--- src/rtl/transformed_bounds_builder_core_macros.svh ---
`ifndef TRANSFORMED_BOUNDS_BUILDER_CORE_MACROS_SVH
`define TRANSFORMED_BOUNDS_BUILDER_CORE_MACROS_SVH

// Same-cycle implication, checked outside reset
`define TBB_ASSERT_NOW(label, clk, rst, ante, cons) \
   label: assert property (@(posedge clk) disable iff (rst) (ante) |-> (cons)) \
      else $error("tbb check failed");

// Next-cycle implication, checked outside reset
`define TBB_ASSERT_NEXT(label, clk, rst, ante, cons) \
   label: assert property (@(posedge clk) disable iff (rst) (ante) |=> (cons)) \
      else $error("tbb check failed");

`endif

--- src/rtl/tbb_pkg.sv ---
`timescale 1ns / 1ps
`default_nettype none

package tbb_pkg;

   localparam int WORD_BITS = 32;
   localparam int FRAC_BITS = 16;

   // request commands
   localparam logic [2:0] CMD_TRANSLATION = 3'd0;
   localparam logic [2:0] CMD_ROTATION    = 3'd1;
   localparam logic [2:0] CMD_SCALE       = 3'd2;
   localparam logic [2:0] CMD_BOX_LOW     = 3'd3;
   localparam logic [2:0] CMD_BOX_HIGH    = 3'd4;
   localparam logic [2:0] CMD_COMPUTE     = 3'd5;

   localparam logic signed [31:0] ONE_Q   = 32'sh0001_0000;
   localparam logic signed [31:0] WORD_MAX = 32'sh7fff_ffff;
   localparam logic signed [31:0] WORD_MIN = 32'sh8000_0000;

   // angles in Q16 degrees
   localparam logic [31:0]        PERIOD_Q = 32'd23592960;
   localparam logic signed [26:0] DEG90    = 27'sd5898240;
   localparam logic signed [26:0] DEG180   = 27'sd11796480;
   localparam logic signed [26:0] DEG360   = 27'sd23592960;
   localparam logic signed [33:0] GAIN_Q30 = 34'sd652032875;

   typedef struct packed {
      logic [2:0]         command;
      logic signed [31:0] value_x;
      logic signed [31:0] value_y;
      logic signed [31:0] value_z;
   } req_type;

   typedef struct packed {
      logic signed [31:0] box_min_x;
      logic signed [31:0] box_min_y;
      logic signed [31:0] box_min_z;
      logic signed [31:0] box_max_x;
      logic signed [31:0] box_max_y;
      logic signed [31:0] box_max_z;
      logic signed [31:0] sphere_center_x;
      logic signed [31:0] sphere_center_y;
      logic signed [31:0] sphere_center_z;
      logic signed [31:0] sphere_radius;
   } rsp_type;

   // one multiply-accumulate operation for a lane
   typedef struct packed {
      logic               issue;
      logic               first;
      logic signed [31:0] init;
      logic signed [31:0] a;
      logic signed [31:0] b;
   } mac_op_type;

   // arctangent of 2^-i in Q16 degrees
   function automatic logic signed [26:0] atan_q16(input logic [3:0] idx);
      logic signed [26:0] v;
      begin
         unique case (idx)
            4'd0:    v = 27'sd2949120;
            4'd1:    v = 27'sd1740967;
            4'd2:    v = 27'sd919879;
            4'd3:    v = 27'sd466945;
            4'd4:    v = 27'sd234379;
            4'd5:    v = 27'sd117304;
            4'd6:    v = 27'sd58666;
            4'd7:    v = 27'sd29335;
            4'd8:    v = 27'sd14668;
            4'd9:    v = 27'sd7334;
            4'd10:   v = 27'sd3667;
            4'd11:   v = 27'sd1833;
            4'd12:   v = 27'sd917;
            4'd13:   v = 27'sd458;
            4'd14:   v = 27'sd229;
            default: v = 27'sd115;
         endcase
         return v;
      end
   endfunction

   // fixed-point product: magnitude truncated, sign applied, saturated
   function automatic logic signed [31:0] mulq(input logic signed [31:0] a,
                                               input logic signed [31:0] b);
      logic [31:0] ua;
      logic [31:0] ub;
      logic        neg;
      logic [63:0] pr;
      logic [47:0] m;
      logic [47:0] lim;
      logic signed [31:0] r;
      begin
         ua  = a[31] ? 32'(-a) : 32'(a);
         ub  = b[31] ? 32'(-b) : 32'(b);
         neg = a[31] ^ b[31];
         pr  = {32'd0, ua} * {32'd0, ub};
         m   = pr[63:16];
         lim = neg ? 48'h0000_8000_0000 : 48'h0000_7fff_ffff;
         if (m > lim) begin
            r = neg ? WORD_MIN : WORD_MAX;
         end else if (neg) begin
            r = 32'(-m[31:0]);
         end else begin
            r = m[31:0];
         end
         return r;
      end
   endfunction

   // saturating add
   function automatic logic signed [31:0] sat_add(input logic signed [31:0] a,
                                                  input logic signed [31:0] b);
      logic signed [32:0] s;
      logic signed [31:0] r;
      begin
         s = 33'(a) + 33'(b);
         if (s > 33'(WORD_MAX)) begin
            r = WORD_MAX;
         end else if (s < 33'(WORD_MIN)) begin
            r = WORD_MIN;
         end else begin
            r = s[31:0];
         end
         return r;
      end
   endfunction

endpackage

`default_nettype wire

--- src/rtl/tbb_mac_lane.sv ---
`timescale 1ns / 1ps
`default_nettype none

module tbb_mac_lane (
   input  wire logic                 clock,
   input  wire logic                 reset,
   input  wire tbb_pkg::mac_op_type  op,
   output logic signed [31:0]        acc
);

   logic               v_ff;
   logic               first_ff;
   logic signed [31:0] init_ff;
   logic signed [31:0] p_ff;
   logic signed [31:0] acc_ff, acc_in;

   // product stage
   always_ff @(posedge clock) begin
      if (reset) begin
         v_ff <= 1'b0;
      end else begin
         v_ff <= op.issue;
      end
      first_ff <= op.first;
      init_ff  <= op.init;
      p_ff     <= tbb_pkg::mulq(op.a, op.b);
   end

   // saturating accumulate stage
   always_comb begin
      acc_in = acc_ff;
      if (v_ff) begin
         acc_in = tbb_pkg::sat_add(first_ff ? init_ff : acc_ff, p_ff);
      end
   end

   always_ff @(posedge clock) begin
      acc_ff <= acc_in;
   end

   assign acc = acc_ff;

endmodule

`default_nettype wire

--- config.mk ---
export PLATFORM = sky130hd
export DESIGN_NAME = tbb_mac_lane
export DESIGN_NICKNAME = d
export VERILOG_FILES = /design/src/rtl/transformed_bounds_builder_core_macros.svh /design/src/rtl/tbb_pkg.sv /design/src/rtl/tbb_mac_lane.sv
export SDC_FILE = /design/constraint.sdc
export NUM_CORES = 2
export LEC_CHECK = 0
export BUFFER_PORTS_ARGS = -buffer_cell sky130_fd_sc_hd__buf_4
export CAP_MARGIN = 25
export CORE_MARGIN = 5
export CORE_UTILIZATION = 47
export CTS_BUF_LIST = sky130_fd_sc_hd__clkbuf_8
export DETAILED_ROUTE_END_ITERATION = 10
export GPL_TIMING_DRIVEN = 0
export HOLD_SLACK_MARGIN = 0.08
export PLACE_DENSITY = 0.63
export SYNTH_ARGS = -nofsm -noshare
export SYNTH_HDL_FRONTEND = slang
export SYNTH_SLANG_ARGS = --single-unit
--- constraint.sdc ---
create_clock -name clock -period 29.1 [get_ports clock]
set_input_delay 2.91 -clock clock [delete_from_list [all_inputs] [get_ports clock]]
set_output_delay 2.91 -clock clock [all_outputs]
set_load 0.05 [all_outputs]
# After elaboration in Yosys (flattened, before gate mapping)
# Cells that the tools add are included.
# Widths: inputs -> output; s select.
# totals
regBits	98
input_bits	100
out_inout_bits	32
elab_cells	22
# classes
add_sub_neg	4
mul	1
order_cmp	3
muxes	8
bitwise_logic	1
# op_table
operator	n
$mux 32	8
$neg 32->32	3
$mul 32x32->64	1
$gt 48x32->1	1
$add 32x32->33	1
$gt 33x32->1 const B	1
$lt 33x32->1 const B	1
$xor 1x1->1	1

# Logic depth before layout (Yosys ltp)
# logic_depth
ltp_word	6
ltp_mapped	50
ltp_nobuf	45

# Worst setup path before layout
# No wires, ideal clock.
# synth_path
path_kind	input to register
startpoint	input op[0] (netlist name)
endpoint	register p_ff[31]
setup_ps	139
arrival_ps	14429
required_time_ps	28961
path_slack_ps	14531
stages	42
path_buffers	4
path_cell_list	inv_1 clkbuf_1 ha_1 nand2b_1 or4_1 or4_1 or4_1 or3_1 o41ai_1 xor2_1 clkbuf_1 nor2_1 fa_1 inv_1 fa_1 inv_1 fa_1 fa_1 (+6 left out) or3_1 nand2b_1 o22a_1 a31oi_1 a31o_2 a31oi_1 xnor2_1 ha_1 nand4_1 nor3_1 nand2_1 or4_1 o21ai_0 nand4_1 buf_2 nor2_1 buf_2 a221oi_1
# synth_between
elab_chain_len	6
elab_cells_between_ends	7
classes_between	add/sub: 2; mul: 1; order compare: 1; mux: 3
# synth_lines
element	line	rtl
start, declared	tbb_mac_lane.sv:7	input wire tbb_pkg::mac_op_type op,
$neg 32->32	tbb_pkg.sv:95	ub = b[31] ? 32'(-b) : 32'(b);
$mux 32 *	tbb_pkg.sv:95	
$mul 32x32->64 *	tbb_pkg.sv:97	pr = {32'd0, ua} * {32'd0, ub};
$neg 32->32	tbb_pkg.sv:103	r = 32'(-m[31:0]);
$mux 32	tbb_pkg.sv:102	end else if (neg) begin
$mux 32 *	tbb_pkg.sv:100	if (m > lim) begin
end signal, assigned	tbb_mac_lane.sv:26	p_ff <= tbb_pkg::mulq(op.a, op.b);
end, declared	tbb_mac_lane.sv:14	logic signed [31:0] p_ff;
# Every way passes the cells marked *; elsewhere a longest branch is shown, timed or not.
# A chain may end at the register's enable or synchronous reset.

# Worst setup path in the final report
# layout_path
startpoint	input op[32] (netlist name)
endpoint	register p_ff[28]
# layout_between
elab_chain_len	6
elab_cells_between_ends	7
classes_between	add/sub: 2; mul: 1; order compare: 1; mux: 3
# layout_lines
element	line	rtl
$neg 32->32	tbb_pkg.sv:94	ua = a[31] ? 32'(-a) : 32'(a);
$mux 32 *	tbb_pkg.sv:94	
$mul 32x32->64 *	tbb_pkg.sv:97	
$neg 32->32	tbb_pkg.sv:103	
$mux 32	tbb_pkg.sv:102	
$mux 32 *	tbb_pkg.sv:100	
# Marked as above.

==> metrics.txt <==
Clock Latency Late Sink=0.37 ns; worst r2r path cells=17; synthesized area=40,180 um^2; Final ANT Viol Nets=0; input/output buffers=129; Hold Fails Final Rpt=0; Synth area leader=fa_1; met3 Use GR=6.969%; fin nets=6,155; Hold Path Depth=3; CP bufs+invs=12; CP max-delay cell=xor2_1; Root Driver=clkbuf_8; worst hold-check path type=reg2reg; RSZ-0062 raised after global routing=no; Crit. End Element=flip-flop; critical path depth=44; row count=107; clk_skew=0.01111 ns; Initial Util=47.26%; CTS Hold Bufs=0; CTS tree=done; setup TNS=0 ns; DR vias/cell=5.685; Chip Width=302.4 um; Area after DPL=43,120 um^2; Post-Route WL=141,600 um; Post-Syn Nets=5,965; final core occ=50.97%; crit start category=primary input; grt ovf=0; post-synthesis sequential area ratio=5.680%; GRT met1 Usage=42.32%; Fmax=53.04 MHz; TritonRoute pass-1 iters=5; top-area cell type share of the netlist area=44.64%; WP data arrival=19.16 ns; Post-Synthesis Cells=4,643; Wirelength per Cell=23.68 um; Setup crit start=op[32]; worst hold start=p_ff[0]; IO Pins=132; Setup Buffers After CTS=0; initial antenna violation count=4; Syn Area/Cell=8.654 um^2; DRT iter0 DRCs=3,393; Total Routing Usage GR=31.32%; #FFs+latches synth=98; Synth Warn #=0; Max transition margin=21.00%; slowest stage delay, CP=0.88 ns; GRT Max-Usage Layer=met2; EDFF count, synth=32; Crit path max-delay family=adder cells; met2 Track Usage GR=46.83%; reg2reg start=first_ff; fin area=43,330 um^2; drt drc=0; critical path fanouts, max=10; async set or reset register ratio after synthesis=0%; H-tree depth=3; FILL cells=8,172; count leader, synth=inv_1; Detail Placement HPWL=122,000 um; maximum number of pins on one net before global-route repair=39; CTS clk-pin slew, worst paths=0.09 ns; Final setup violation count=0; total CTS buffers=9; via count=34,007; Final Cycle Share=64.79%; library cells used by synthesis=89; Final Max Tran Viols=0; clk sinks=98; # resized after CTS=0; Synth top cells by count=inv_1 (897), fa_1 (896), nand2_1 (667); outcome=completed; Area Growth Syn to Fin=7.838%; routability cong.=1.046; diode count=0; Die ar.=91,430 um^2; first-pass GRT wire length=213,600 um; Max Cap Viol=0; Slew @ Worst Pin=1.185 ns; Core Region=85,010 um^2; critical path type=in2reg; fin crit period=18.85 ns; number of global-route vias before repair=34,728; Die Ht=302.4 um; share of cells above drive strength 1=5.912%; Synth area leaders=fa_1 (45%), ha_1 (10%), inv_1 (8.4%); Clock Tree Buf Depth=2; most used cell, CP=fa_1; Required @ worst endpoint=29.41 ns; Synth Flop Type=dfxtp_1
[sequential cells by signal, indices dropped and copies added, names as in the netlist]
register	cells
init_ff	32
v_ff	1
acc	32
p_ff	32
first_ff	1
[cell families (layout without fill, tap and decap cells)]
kind of cell               Yosys count  count (layout)  synth area share (%)
buffers and inverters             1113            1308                 10.46
and+or+nand+nor                   1465            1465                 15.29
muxes                               46              46                 1.283
adders and majority gates         1228            1228                 54.95
AOI/OAI and AO/OA                  519             519                 8.470
DFF                                 98              98                 5.680
xor gates and xnor gates           174             174                 3.865
[final cells by class]
| cell class | instances | area (um^2) | share of cell area, % |
|---|---|---|---|
| Multi-Input combinational cell | 3432 | 33790 | 77.98 |
| Inverter | 898 | 3371 | 7.780 |
| Sequential cell | 98 | 2282 | 5.267 |
| Timing Repair Buffer | 179 | 1433 | 3.306 |
| Tap cell | 1144 | 1431 | 3.304 |
| Buffer | 215 | 834.6 | 1.926 |
| Clock buffer | 9 | 123.9 | 0.2859 |
| Clock inverter | 7 | 63.81 | 0.1473 |
[metrics by stage]
step                      hold WS, ns  cells  setup slack [ns]
after global placement         0.7076   5916             10.16
after floorplan                0.6468   4643             14.53
final                          0.7073   5982             10.25
after global routing           0.7501   5982             9.689
after detailed placement       0.6929   5963             10.04
after CTS                      0.7122   5979             10.42
[placed cells by master, fill, tap and decap left out, drive strengths merged, types with 11 or more instances in the layout]
| cell type | n |
|---|---|
| a211oi | 17 |
| a21o | 56 |
| a21oi | 142 |
| a221o | 15 |
| a31oi | 12 |
| and2 | 25 |
| and3 | 16 |
| buf | 198 |
| clkbuf | 205 |
| dfxtp | 66 |
| edfxtp | 32 |
| fa | 896 |
| ha | 326 |
| inv | 902 |
| mux2 | 34 |
| mux2i | 12 |
| nand2 | 667 |
| nand2b | 14 |
| nand3 | 27 |
| nand4 | 31 |
| nor2 | 559 |
| nor3 | 34 |
| nor4 | 15 |
| o211ai | 13 |
| o21a | 18 |
| o21ai | 126 |
| o21bai | 12 |
| o31ai | 25 |
| o41ai | 11 |
| or3 | 16 |
| or4 | 20 |
| xnor2 | 103 |
| xor2 | 70 |
[per-layer routing]
layer,up-vias,part of all wire (%)
met4,2,7.6
met5,-,0.0092
met2,1836,42
li1,14680,-
met1,17085,39
met3,404,11
[final timing paths]
kind / end / slack [ns]
worst max-delay path: p_ff[28] / 10.25
worst min-delay path: acc[0] / 0.71
worst max register to register: acc[20] / 23.01
worst min register to register: acc[0] / 0.71
[tightest hold or removal path: stages (launching register included)]
cell and delay [ns]:
dfxtp_1 0.32, ha_1 0.12, inv_1 0.03, a21oi_1 0.12
Power is left out: the tool's default activity adds up to more than one toggle a clock period on the data nets, which glitch-free logic cannot reach.
