### config.mk
export PLATFORM = sky130hd
export DESIGN_NAME = tbb_cordic_lane
export DESIGN_NICKNAME = d
export VERILOG_FILES = /design/src/rtl/transformed_bounds_builder_core_macros.svh /design/src/rtl/tbb_pkg.sv /design/src/rtl/tbb_cordic_lane.sv
export SDC_FILE = /design/constraint.sdc
export NUM_CORES = 1
export LEC_CHECK = 0
export CAP_MARGIN = 20
export CORE_ASPECT_RATIO = 0.8
export CORE_UTILIZATION = 45
export DETAILED_ROUTE_END_ITERATION = 8
export DONT_BUFFER_PORTS = 1
export GPL_ROUTABILITY_DRIVEN = 1
export PLACE_DENSITY = 0.66
export SLEW_MARGIN = 10
export SYNTH_ARGS = -nofsm -noshare
export SYNTH_HDL_FRONTEND = slang
export SYNTH_SLANG_ARGS = --single-unit
### constraint.sdc
create_clock -name clock -period 7.7 [get_ports clock]
set_input_delay 0 -clock clock [delete_from_list [all_inputs] [get_ports clock]]
set_output_delay 0 -clock clock [all_outputs]
set_load 0.01 [all_outputs]
### src/rtl/transformed_bounds_builder_core_macros.svh
`ifndef TRANSFORMED_BOUNDS_BUILDER_CORE_MACROS_SVH
`define TRANSFORMED_BOUNDS_BUILDER_CORE_MACROS_SVH

// Same-cycle implication, checked outside reset
`define TBB_ASSERT_NOW(label, clk, rst, ante, cons) \
   label: assert property (@(posedge clk) disable iff (rst) (ante) |-> (cons)) \
      else $error("tbb check failed");

// Next-cycle implication, checked outside reset
`define TBB_ASSERT_NEXT(label, clk, rst, ante, cons) \
   label: assert property (@(posedge clk) disable iff (rst) (ante) |=> (cons)) \
      else $error("tbb check failed");

`endif

### src/rtl/tbb_pkg.sv
`timescale 1ns / 1ps
`default_nettype none

package tbb_pkg;

   localparam int WORD_BITS = 32;
   localparam int FRAC_BITS = 16;

   // request commands
   localparam logic [2:0] CMD_TRANSLATION = 3'd0;
   localparam logic [2:0] CMD_ROTATION    = 3'd1;
   localparam logic [2:0] CMD_SCALE       = 3'd2;
   localparam logic [2:0] CMD_BOX_LOW     = 3'd3;
   localparam logic [2:0] CMD_BOX_HIGH    = 3'd4;
   localparam logic [2:0] CMD_COMPUTE     = 3'd5;

   localparam logic signed [31:0] ONE_Q   = 32'sh0001_0000;
   localparam logic signed [31:0] WORD_MAX = 32'sh7fff_ffff;
   localparam logic signed [31:0] WORD_MIN = 32'sh8000_0000;

   // angles in Q16 degrees
   localparam logic [31:0]        PERIOD_Q = 32'd23592960;
   localparam logic signed [26:0] DEG90    = 27'sd5898240;
   localparam logic signed [26:0] DEG180   = 27'sd11796480;
   localparam logic signed [26:0] DEG360   = 27'sd23592960;
   localparam logic signed [33:0] GAIN_Q30 = 34'sd652032875;

   typedef struct packed {
      logic [2:0]         command;
      logic signed [31:0] value_x;
      logic signed [31:0] value_y;
      logic signed [31:0] value_z;
   } req_type;

   typedef struct packed {
      logic signed [31:0] box_min_x;
      logic signed [31:0] box_min_y;
      logic signed [31:0] box_min_z;
      logic signed [31:0] box_max_x;
      logic signed [31:0] box_max_y;
      logic signed [31:0] box_max_z;
      logic signed [31:0] sphere_center_x;
      logic signed [31:0] sphere_center_y;
      logic signed [31:0] sphere_center_z;
      logic signed [31:0] sphere_radius;
   } rsp_type;

   // one multiply-accumulate operation for a lane
   typedef struct packed {
      logic               issue;
      logic               first;
      logic signed [31:0] init;
      logic signed [31:0] a;
      logic signed [31:0] b;
   } mac_op_type;

   // arctangent of 2^-i in Q16 degrees
   function automatic logic signed [26:0] atan_q16(input logic [3:0] idx);
      logic signed [26:0] v;
      begin
         unique case (idx)
            4'd0:    v = 27'sd2949120;
            4'd1:    v = 27'sd1740967;
            4'd2:    v = 27'sd919879;
            4'd3:    v = 27'sd466945;
            4'd4:    v = 27'sd234379;
            4'd5:    v = 27'sd117304;
            4'd6:    v = 27'sd58666;
            4'd7:    v = 27'sd29335;
            4'd8:    v = 27'sd14668;
            4'd9:    v = 27'sd7334;
            4'd10:   v = 27'sd3667;
            4'd11:   v = 27'sd1833;
            4'd12:   v = 27'sd917;
            4'd13:   v = 27'sd458;
            4'd14:   v = 27'sd229;
            default: v = 27'sd115;
         endcase
         return v;
      end
   endfunction

   // fixed-point product: magnitude truncated, sign applied, saturated
   function automatic logic signed [31:0] mulq(input logic signed [31:0] a,
                                               input logic signed [31:0] b);
      logic [31:0] ua;
      logic [31:0] ub;
      logic        neg;
      logic [63:0] pr;
      logic [47:0] m;
      logic [47:0] lim;
      logic signed [31:0] r;
      begin
         ua  = a[31] ? 32'(-a) : 32'(a);
         ub  = b[31] ? 32'(-b) : 32'(b);
         neg = a[31] ^ b[31];
         pr  = {32'd0, ua} * {32'd0, ub};
         m   = pr[63:16];
         lim = neg ? 48'h0000_8000_0000 : 48'h0000_7fff_ffff;
         if (m > lim) begin
            r = neg ? WORD_MIN : WORD_MAX;
         end else if (neg) begin
            r = 32'(-m[31:0]);
         end else begin
            r = m[31:0];
         end
         return r;
      end
   endfunction

   // saturating add
   function automatic logic signed [31:0] sat_add(input logic signed [31:0] a,
                                                  input logic signed [31:0] b);
      logic signed [32:0] s;
      logic signed [31:0] r;
      begin
         s = 33'(a) + 33'(b);
         if (s > 33'(WORD_MAX)) begin
            r = WORD_MAX;
         end else if (s < 33'(WORD_MIN)) begin
            r = WORD_MIN;
         end else begin
            r = s[31:0];
         end
         return r;
      end
   endfunction

endpackage

`default_nettype wire

### src/rtl/tbb_cordic_lane.sv
`timescale 1ns / 1ps
`default_nettype none

module tbb_cordic_lane (
   input  wire logic               clock,
   input  wire logic               reset,
   input  wire logic               start,
   input  wire logic signed [31:0] angle,
   output logic                    done,
   output logic signed [31:0]      sin_out,
   output logic signed [31:0]      cos_out
);

   localparam logic [2:0] L_IDLE = 3'd0;
   localparam logic [2:0] L_RED  = 3'd1;
   localparam logic [2:0] L_FOLD = 3'd2;
   localparam logic [2:0] L_ROT  = 3'd3;
   localparam logic [2:0] L_FIN  = 3'd4;

   logic [2:0]         state_ff, state_in;
   logic [3:0]         cnt_ff, cnt_in;
   logic [31:0]        mag_ff, mag_in;
   logic               neg_ff, neg_in;
   logic               flip_ff, flip_in;
   logic signed [33:0] x_ff, x_in;
   logic signed [33:0] y_ff, y_in;
   logic signed [26:0] z_ff, z_in;
   logic               done_ff, done_in;
   logic signed [31:0] sin_ff, sin_in;
   logic signed [31:0] cos_ff, cos_in;

   logic [31:0]        red_lim;
   logic [31:0]        red_r;
   logic signed [26:0] z0;
   logic signed [33:0] xf;
   logic signed [33:0] xs;
   logic signed [33:0] ys;

   always_comb begin
      state_in = state_ff;
      cnt_in   = cnt_ff;
      mag_in   = mag_ff;
      neg_in   = neg_ff;
      flip_in  = flip_ff;
      x_in     = x_ff;
      y_in     = y_ff;
      z_in     = z_ff;
      done_in  = 1'b0;
      sin_in   = sin_ff;
      cos_in   = cos_ff;
      red_lim  = tbb_pkg::PERIOD_Q << cnt_ff[2:0];
      red_r    = (neg_ff && (mag_ff != 32'd0)) ? (tbb_pkg::PERIOD_Q - mag_ff) : mag_ff;
      z0       = $signed({2'b00, red_r[24:0]});
      xs       = x_ff >>> cnt_ff;
      ys       = y_ff >>> cnt_ff;
      xf       = flip_ff ? -x_ff : x_ff;
      unique case (state_ff)
         L_IDLE: begin
            if (start) begin
               mag_in   = angle[31] ? 32'(-angle) : 32'(angle);
               neg_in   = angle[31];
               cnt_in   = 4'd6;
               state_in = L_RED;
            end
         end
         // remainder by the period, one shifted multiple a cycle
         L_RED: begin
            if (mag_ff >= red_lim) begin
               mag_in = mag_ff - red_lim;
            end
            if (cnt_ff == 4'd0) begin
               state_in = L_FOLD;
            end else begin
               cnt_in = cnt_ff - 4'd1;
            end
         end
         // fold into [-90, 90] degrees
         L_FOLD: begin
            if (z0 >= tbb_pkg::DEG180) begin
               z0 = z0 - tbb_pkg::DEG360;
            end
            flip_in = 1'b1;
            if (z0 > tbb_pkg::DEG90) begin
               z_in = tbb_pkg::DEG180 - z0;
            end else if (z0 < -tbb_pkg::DEG90) begin
               z_in = -tbb_pkg::DEG180 - z0;
            end else begin
               z_in    = z0;
               flip_in = 1'b0;
            end
            x_in     = tbb_pkg::GAIN_Q30;
            y_in     = 34'sd0;
            cnt_in   = 4'd0;
            state_in = L_ROT;
         end
         // one rotation per cycle
         L_ROT: begin
            if (z_ff >= 27'sd0) begin
               x_in = x_ff - ys;
               y_in = y_ff + xs;
               z_in = z_ff - tbb_pkg::atan_q16(cnt_ff);
            end else begin
               x_in = x_ff + ys;
               y_in = y_ff - xs;
               z_in = z_ff + tbb_pkg::atan_q16(cnt_ff);
            end
            if (cnt_ff == 4'd15) begin
               state_in = L_FIN;
            end else begin
               cnt_in = cnt_ff + 4'd1;
            end
         end
         // Q30 to Q16, round half up
         L_FIN: begin
            cos_in   = 32'((xf + 34'sd8192) >>> 14);
            sin_in   = 32'((y_ff + 34'sd8192) >>> 14);
            done_in  = 1'b1;
            state_in = L_IDLE;
         end
         default: begin
            state_in = L_IDLE;
         end
      endcase
   end

   always_ff @(posedge clock) begin
      if (reset) begin
         state_ff <= L_IDLE;
         done_ff  <= 1'b0;
      end else begin
         state_ff <= state_in;
         done_ff  <= done_in;
      end
      cnt_ff  <= cnt_in;
      mag_ff  <= mag_in;
      neg_ff  <= neg_in;
      flip_ff <= flip_in;
      x_ff    <= x_in;
      y_ff    <= y_in;
      z_ff    <= z_in;
      sin_ff  <= sin_in;
      cos_ff  <= cos_in;
   end

   assign done    = done_ff;
   assign sin_out = sin_ff;
   assign cos_out = cos_ff;

endmodule

`default_nettype wire

* Word level (Yosys, flattened, before mapping)
Memory sizes are Yosys's and may differ from the RTL's. A register that Yosys moved wholly into a read port is not among the register bits.
Cells that the tools add are included.
** Word-level totals
- Register bits :: 177
- Bits in read-only memories :: 704
- Bits of input ports :: 35
- Word-level logic and storage cells :: 92
- Memories :: 2
** Cells by class
- Add/sub/neg operators :: 17
- Order comparisons :: 5
- Equal/unequal tests :: 11
- Shift operators :: 3
- Multiplexer cells :: 32
- Reduce and logical (&&, ||, !) cells :: 11
** Memory list
- (name not given) :: depth 16, width 22, rd ports 1, clocked after Yosys merged registers in 1, wr ports 0, RTL line tbb_pkg.sv:61 : unique case (idx)
- (name not given) :: depth 16, width 22, rd ports 1, clocked after Yosys merged registers in 1, wr ports 0, RTL line tbb_pkg.sv:61
** Operators with widths (count)
- 2-to-1 mux 27 bit :: 9
- one-hot mux 34 bit (2 select lines) :: 2
- 2-to-1 mux 34 bit :: 3
- 2-to-1 mux 32 bit :: 3
- adder 34 x 15 -> 34 bit (second input constant) :: 2
- adder 34 bit :: 2
- >>> shifter 34 x 4 -> 34 bit :: 2
- subtractor 34 bit :: 2
- one-hot mux 32 bit (2 select lines) :: 1
- one-hot mux 27 bit (2 select lines) :: 1
- subtractor 25 x 27 -> 27 bit (first input constant) :: 2
- negation 34 bit :: 1
- >= comparator 32 bit :: 1
- negation 32 bit :: 1
- nonzero test 32 bit :: 1
- << shifter 25 x 3 -> 32 bit (first input constant) :: 1
- subtractor 32 bit :: 1
- adder 27 bit :: 1
- >= comparator 27 x 1 -> 1 bit (second input constant) :: 1
- greater-than comparator 27 x 24 -> 1 bit (second input constant) :: 1
- less-than comparator 27 x 24 -> 1 bit (second input constant) :: 1
- subtractor 27 bit :: 1
- subtractor 25 x 25 -> 26 bit (second input constant) :: 1
- >= comparator 25 x 24 -> 1 bit (second input constant) :: 1
- 22 further kinds :: 37

* Longest topological paths before layout
Gate-level depths: netlist of run 1.
- Word-level depth :: 10
- Mapped depth :: 29
- Depth with buffers taken out :: 25

* Worst setup path after synthesis of run 1
No wires, ideal clock.
- Path kind :: register -> register
- From :: reg state_ff[2]
- To :: reg with a tool-made name
- Arrival time :: 7.821 ns
- Data required time :: 7.555 ns
- Path slack :: -0.266 ns
- Stages on the path, launching flop included :: 15
- Path buffers :: 2
- Period minus slack after synthesis :: 7.966 ns
- Path through :: dfxtp_1 clkbuf_1 nor2b_1 nand2_1 clkinv_1 buf_1 fa_1 mux2i_1 or2_2 nand2_1 o21ai_0 inv_1 ha_1 o211ai_1 o21ai_0
** RTL lines
- from (decl) :: RTL line tbb_cordic_lane.sv:20 : logic [2:0] state_ff, state_in;
- from (signal assigned) :: RTL line tbb_cordic_lane.sv:131 : state_ff <= state_in;

* Final worst setup path of run 1
- From :: reg cnt_ff[1]
- To :: reg y_ff[32], data pin
** Between the ends
- Cells in the longest elaborated chain, start to end :: 4
- Elaborated cells on any way between the ends :: 5
** Ends and longest elaborated chain
- from (decl) :: RTL line tbb_cordic_lane.sv:21 : logic [3:0] cnt_ff, cnt_in;
- from (signal assigned) :: RTL line tbb_cordic_lane.sv:134 : cnt_ff <= cnt_in;
- >>> shifter 34 x 4 -> 34 bit (*) :: RTL line tbb_cordic_lane.sv:54 : xs = x_ff >>> cnt_ff;
- subtractor 34 bit or adder 34 bit (tied branches) :: RTL line tbb_cordic_lane.sv:104, tbb_cordic_lane.sv:100
- 2-to-1 mux 34 bit (*) :: RTL line tbb_cordic_lane.sv:98 : if (z_ff >= 27'sd0) begin
- one-hot mux 34 bit (2 select lines) (*) :: RTL line tbb_cordic_lane.sv:57 : unique case (state_ff)
- to (signal assigned) :: RTL line tbb_cordic_lane.sv:139 : y_ff <= y_in;
- to (decl) :: RTL line tbb_cordic_lane.sv:26 : logic signed [33:0] y_ff, y_in;
Mark *: on every way between the ends. The rest lies on a longest branch, timed or not.
A chain may end at the register's enable or synchronous reset.

==> results of run 1 <==
[kinds of logic (layout without fill, tap and decap cells)]
group                      count (synthesis)  count (layout)  synth area share, %
DFF                                      199             199                 27.3
xor gates and xnor gates                 286             286                 12.0
buffers and inverters                    217             172                 4.59
other                                      0               1                    0
and+or+nand+nor                          885             885                 20.1
AOI/OAI and AO/OA                        593             593                 17.9
adders and majority gates                134             134                 8.16
muxes                                    134             134                 9.92
[cell type report]
type	instances	area [µm²]	share of cell area (%)
Clock buffer	22	498	2.24
Sequential cell	199	5720	25.7
Clock inverter	10	82.6	0.371
Timing Repair Buffer	69	623	2.80
Multi-Input combinational cell	2032	14300	64.2
Tap cell	612	766	3.44
Antenna cell	1	2.50	0.0113
Inverter	71	272	1.22
[per-layer routing]
metal | GRT usage (%) | vias up | part of all wire [%]
met2 | 33.5 | 612 | 41
met5 | 0 | - | 0
met3 | 4.47 | 47 | 7.1
met4 | 5.45 | 0 | 1.3
met1 | 36.7 | 8784 | 51
li1 | - | 8770 | -
[final timing paths]
kind,from,endpoint,slack [ns],cells after the start
setup reg to reg,cnt_ff[1],y_ff[32],0.73,26
setup / recovery,cnt_ff[1],y_ff[32],0.73,26
hold reg to reg,state_ff[2],state_ff[0],0.67,1
hold / removal,angle[26],mag_ff[28],0.03,4
[power by group through the flow]
| stage | sequential, W | combinational (W) | clock, W |
|---|---|---|---|
| final | 0.00173 | 0.00539 | 0.000918 |
| after global routing | 0.00176 | 0.00599 | 0.000968 |
| after CTS | 0.00173 | 0.00528 | 0.000930 |
| after detailed placement | 0.00175 | 0.00521 | 0 |
| after global placement | 0.00175 | 0.00512 | 0 |
| after floorplan | 0.00161 | 0.00432 | 0 |
[cell usage after synthesis, types with 14 or more instances]
cell / count / area share (%)
nand2_1: 341 / 6.1
o21ai_0: 189 / 4.5
nor2_1: 187 / 3.4
edfxtp_1: 173 / 25
xnor2_1: 164 / 6.9
a21oi_1: 133 / 3.2
ha_1: 130 / 7.8
xor2_1: 122 / 5.1
clkbuf_1: 82 / 1.5
inv_1: 65 / 1.2
mux2i_1: 63 / 3.0
nand3_1: 58 / 1.4
mux4_2: 57 / 6.1
nor3_1: 53 / 1.3
or3_1: 37 / 1.1
nor2b_1: 35 / 1.0
a21o_1: 34 / 1.2
nand2b_1: 33 / 0.99
o21a_1: 30 / 1.1
o31ai_1: 28 / 1.0
buf_4: 26 / 0.93
dfxtp_1: 26 / 2.5
buf_1: 22 / 0.39
and2_1: 21 / 0.63
and3_1: 20 / 0.60
or4_1: 20 / 0.72
nor4_1: 19 / 0.57
a211oi_1: 18 / 0.65
o21ai_1: 18 / 0.43
nand4_1: 15 / 0.45
a31oi_1: 14 / 0.42
o211ai_1: 14 / 0.50
o22ai_1: 14 / 0.42
or2_2: 14 / 0.42
[worst max-delay path: cells and delay by family (launching register included)]
| family | cells | cell delay (ns) |
|---|---|---|
| muxes | 3 | 0.96 |
| AOI/OAI and AO/OA | 8 | 1.56 |
| xor gates and xnor gates | 2 | 0.21 |
| and+or+nand+nor | 11 | 2.57 |
| buffers and inverters | 1 | 0.46 |
| DFF | 1 | 0.57 |
| adders and majority gates | 1 | 0.36 |
[stage by stage]
stage                     cell area, µm²  hold WS [ns]  utilization [%]  total power, W  setup slack (ns)
final                              22200        0.0267             48.5         0.00804             0.734
after global routing               22200        0.0427             48.5         0.00871             0.240
after CTS                          22100      0.000336             48.3         0.00794             0.508
after detailed placement           21200        0.0782             46.3         0.00696             0.599
after global placement             21200        0.0784             46.3         0.00687             0.791
after floorplan                    20900        0.0716                -         0.00592              1.45
[timing repair]
action / CTS / global route
setup endpoints to repair: 0 / 4
setup buffers: 0 / 7
endpoints found under the hold margin: 41 / 0
hold buffers: 37 / 0
[placed cells by master, fill, tap and decap left out, drive strengths merged, types with 20 or more instances in the layout]
master	instances
nor3	55
xnor2	164
nor4	21
and3	20
or3	37
ha	130
o31ai	30
dlygate4sd3	37
clkbuf	22
nor2b	35
or4	20
xor2	122
nor2	187
o21ai	207
nand2b	33
edfxtp	173
inv	73
buf	32
nand3	59
mux2i	63
nand2	342
mux4	57
a21oi	133
o21a	30
a21o	34
and2	22
dfxtp	26
==> out/results.txt, run 1 <==
status - complete, no violations
fin. max-slew vios - 0
Final Hold Fails - 0
cell area after synthesis - 20900 µm²
CTS tree - done
first-pass GRT wire length - 91.0 mm
pin count of the biggest net entering global routing - 74
Synth Area per Inst - 8.55 µm²
Top-Level Pins - 100
number of max-cap violations - 0
RSZ-0062 raised after global routing - false
dpl cells - 2936
antenna violations before repair - 1
Detailed Route WL - 56.5 mm
Clk pwr share - 11.4%
final std cells w/o fill - 3016
DP HPWL - 41.8 mm
Slew headroom - 22.6%
Congestion Overflow GR - 0
Startpoint Class - flop
vias in the first global route - 17000
Slew @ Worst Pin - 1.16 ns
worst setup path category - reg2reg
drt drc - 0
CP Max Fanout - 33
total CTS buffers - 17
final setup fails - 0
Post-synth ARST share - 0%
fin crit period - 6.97 ns
Final GP Congestion - 0.955
Most Frequent Cell on Critical Path - nand2_1
ratio of cells with drive above 1 in the final layout - 7.70%
Pwr per Cell Area - 361 nW/µm²
register share of total power - 21.5%
Pleak - 8.33 nW
post-synthesis sequential area ratio - 27.3%
required time of the critical path - 7.91 ns
switching part of the total - 47.9%
# rows - 70
count of state elements after synthesis - 199
Post-synth EDFFs - 173
H-tree depth - 4
Main synth FF type - edfxtp_1
CP max-delay cell - edfxtp_1
Die ar. - 47400 µm²
Mapped Nets - 2617
DRT Pass-1 Iters - 7
Final Cycle Share - 90.5%
combinational fraction of design power - 67.1%
Synth Instances - 2448
Die W - 243 µm
clk buf depth - 2
Layout Nets - 2559
Initial Utilization - 45.7%
synth warn - 0
maximum vdd drop - 0.000225 V
starting DRC count in detailed routing - 1571
routed vias - 18200
Peak Freq - 144 MHz
worst skew pair latency - 0.48 ns
vias per inst - 6.04
total internal power - 0.00419 W
fillers - 4293
Clock Root Buffer - clkbuf_16
Worst path max stage delay - 0.57 ns
Syn-to-layout area delta - 6.28%
WP data arrival - 7.17 ns
CTS resizes - 0
core area - 45800 µm²
DRT antenna net count - 0
Global Route Usage Sum - 23.7%
Critical Path End Type - flop
clk slew on worst S/H paths - 0.08 ns
clk sink count - 199
IO buf count - 0
Avg WL per Cell - 18.7 µm
Setup Skew - 0.0262 ns
final setup TNS - 0 ns
Net Switching - 0.00385 W
die height - 195 µm
Synth cell types - 101
Hold/Removal Path Class - in2reg
Note: power is estimated with default switching activity, not from simulation.
==> run 2, diff against run 1 <==
--- a/config.mk
+++ b/config.mk
@@ -7,11 +7,11 @@
 export LEC_CHECK = 0
 export CAP_MARGIN = 20
 export CORE_ASPECT_RATIO = 0.8
-export CORE_UTILIZATION = 45
+export CORE_UTILIZATION = 40
 export DETAILED_ROUTE_END_ITERATION = 8
 export DONT_BUFFER_PORTS = 1
 export GPL_ROUTABILITY_DRIVEN = 1
-export PLACE_DENSITY = 0.66
+export PLACE_DENSITY = 0.6
 export SLEW_MARGIN = 10
 export SYNTH_ARGS = -nofsm -noshare
 export SYNTH_HDL_FRONTEND = slang
==> constraint.sdc (replaced) <==
create_clock -name clock -period 7.7 [get_ports clock]
set_input_delay 0 -clock clock [delete_from_list [all_inputs] [get_ports clock]]
set_output_delay 0 -clock clock [all_outputs]
set_load 0.1 [all_outputs]
==> run 2 against run 1 <==
Against the previous run: sequential cell count unchanged; via count shrank 1.5%; sequential power about the same; clock-buffer cell count down 1; clock power up 2.5%; utilization is 4.9 points lower; hold slack better by 0.026 ns; fmax up 2.3%; cell count up 2.5%; register-to-register slack gained 0.16 ns; critical endpoint unchanged; largest power group unchanged.
==> out/results.txt, run 2 (synthesis gave the netlist of run 1 again) <==
status - complete, no violations
most frequent cells in the layout - nand2_1 (340), o21ai_0 (188), nor2_1 (186)
DRT Pass-1 Iters - 5
Layout Nets - 2562
Detailed Route WL - 56.5 mm
fin. max-slew vios - 0
vias per inst - 5.80
worst skew pair latency - 0.51 ns
Final GP Congestion - 0.927
Most Frequent Cell on Critical Path - nand2_1
total CTS buffers - 17
Final Cycle Share - 88.4%
DP HPWL - 42.5 mm
Overall Power - 0.00804 W
worst setup path category - reg2reg
DRT antenna net count - 0
CP Max Fanout - 33
CTS tree - done
maximum vdd drop - 0.000195 V
Syn-to-layout area delta - 7.19%
Worst path max stage delay - 0.75 ns
ratio of cells with drive above 1 in the final layout - 7.69%
M2 GR Usage - 30.7%
core area - 51400 µm²
Setup Skew - 0.0199 ns
final core occ - 43.6%
Slew @ Worst Pin - 1.10 ns
pin count of the biggest net entering global routing - 64
Peak Freq - 147 MHz
number of max-cap violations - 0
Final Hold Fails - 0
most common cell after layout, fill and taps aside - nand2_1
antenna violations before repair - 1
Startpoint Class - flop
dpl cells - 3016
final setup TNS - 0 ns
routed vias - 17900
first-pass GRT wire length - 90.3 mm
final setup fails - 0
Critical Path End Type - flop
final std cells w/o fill - 3091
clk sink count - 199
Avg WL per Cell - 18.3 µm
Fin Hold WS - 0.0524 ns
drt drc - 0
IO buf count - 0
Top-Level Pins - 100
Global Route Usage Sum - 21.3%
RSZ-0062 raised after global routing - false
fin crit period - 6.81 ns
Congestion Overflow GR - 0
# rows - 74
required time of the critical path - 7.95 ns
Pleak - 8.37 nW
Die ar. - 53200 µm²
clk buf depth - 2
clk slew on worst S/H paths - 0.09 ns
die height - 207 µm
H-tree depth - 4
vias in the first global route - 16600
starting DRC count in detailed routing - 1639
GRT Max-Usage Layer - met1
Pwr per Cell Area - 358 nW/µm²
met1 usage - 32.2%
Slew headroom - 26.6%
Initial Utilization - 40.7%
Clock Root Buffer - clkbuf_16
CTS resizes - 0
Die W - 258 µm
WP data arrival - 7.06 ns
CP max-delay cell - edfxtp_1
Hold/Removal Path Class - in2reg
met3 Resource Use GR - 3.71%
run 2: cell types whose count changed in the layout (fill, tap and decap cells not counted), sizes merged:
| cell | change |
|---|---|
| dlygate4sd3 | +4 |
| inv | +4 |
| clkinv | -3 |
| buf | -2 |
run 2: repair_timing:
item                                   4_1_cts  5_1_grt
setup endpoints to repair                    0        0
hold buffers                                41        0
setup buffers                                0        0
endpoints found under the hold margin       41        0
run 2: critical path: cells and delay by family, from the launching register on:
family                   cells  cell delay [ns]
buffers and inverters        1             0.50
adder cells (fa/ha/maj)      1             0.35
flip-flops                   1             0.75
AO/OA/AOI/OAI                9             1.74
AND/OR/NAND/NOR             12             2.53
XOR/XNOR                     2             0.23
multiplexers                 1             0.42
run 2: cell type report:
type                    count  area, µm²
multi-input cells        2032      14300
well taps                 684        856
clock inverters            11       96.3
flip-flops and latches    199       5720
inverters                  71        272
clock buffers              21        503
repair buffers             72        713
fillers                  4965      29000
diodes                      1       2.50
run 2: stage by stage:
step / worst slack, ns / area [µm²]
finish: 0.891 / 22400
global route: 0.278 / 22400
CTS: 0.908 / 22400
detailed placement: 0.995 / 21400
global placement: 1.06 / 21400
floorplan: 1.45 / 20900
run 2: report_power, final:
group	internal, W	switching, W
clock network	0.000480	0.000461
registers	0.00147	0.000260
logic	0.00224	0.00312
total	0.00419	0.00385
run 2: final timing paths:
| path | start | endpoint | slack [ns] | cells after the start |
|---|---|---|---|---|
| max reg2reg | cnt_ff[1] | y_ff[32] | 0.89 | 26 |
| min | angle[2] | mag_ff[4] | 0.05 | 5 |
| min reg2reg | state_ff[2] | state_ff[0] | 0.69 | 1 |
| max | cnt_ff[1] | y_ff[32] | 0.89 | 26 |
run 2: metal layers:
| layer | part of all wire [%] | wire length, µm |
|---|---|---|
| met1 | 50 | 28500 |
| met2 | 41 | 23300 |
| met3 | 7.0 | 3940 |
| met4 | 1.4 | 796 |
| met5 | 0 | 0 |
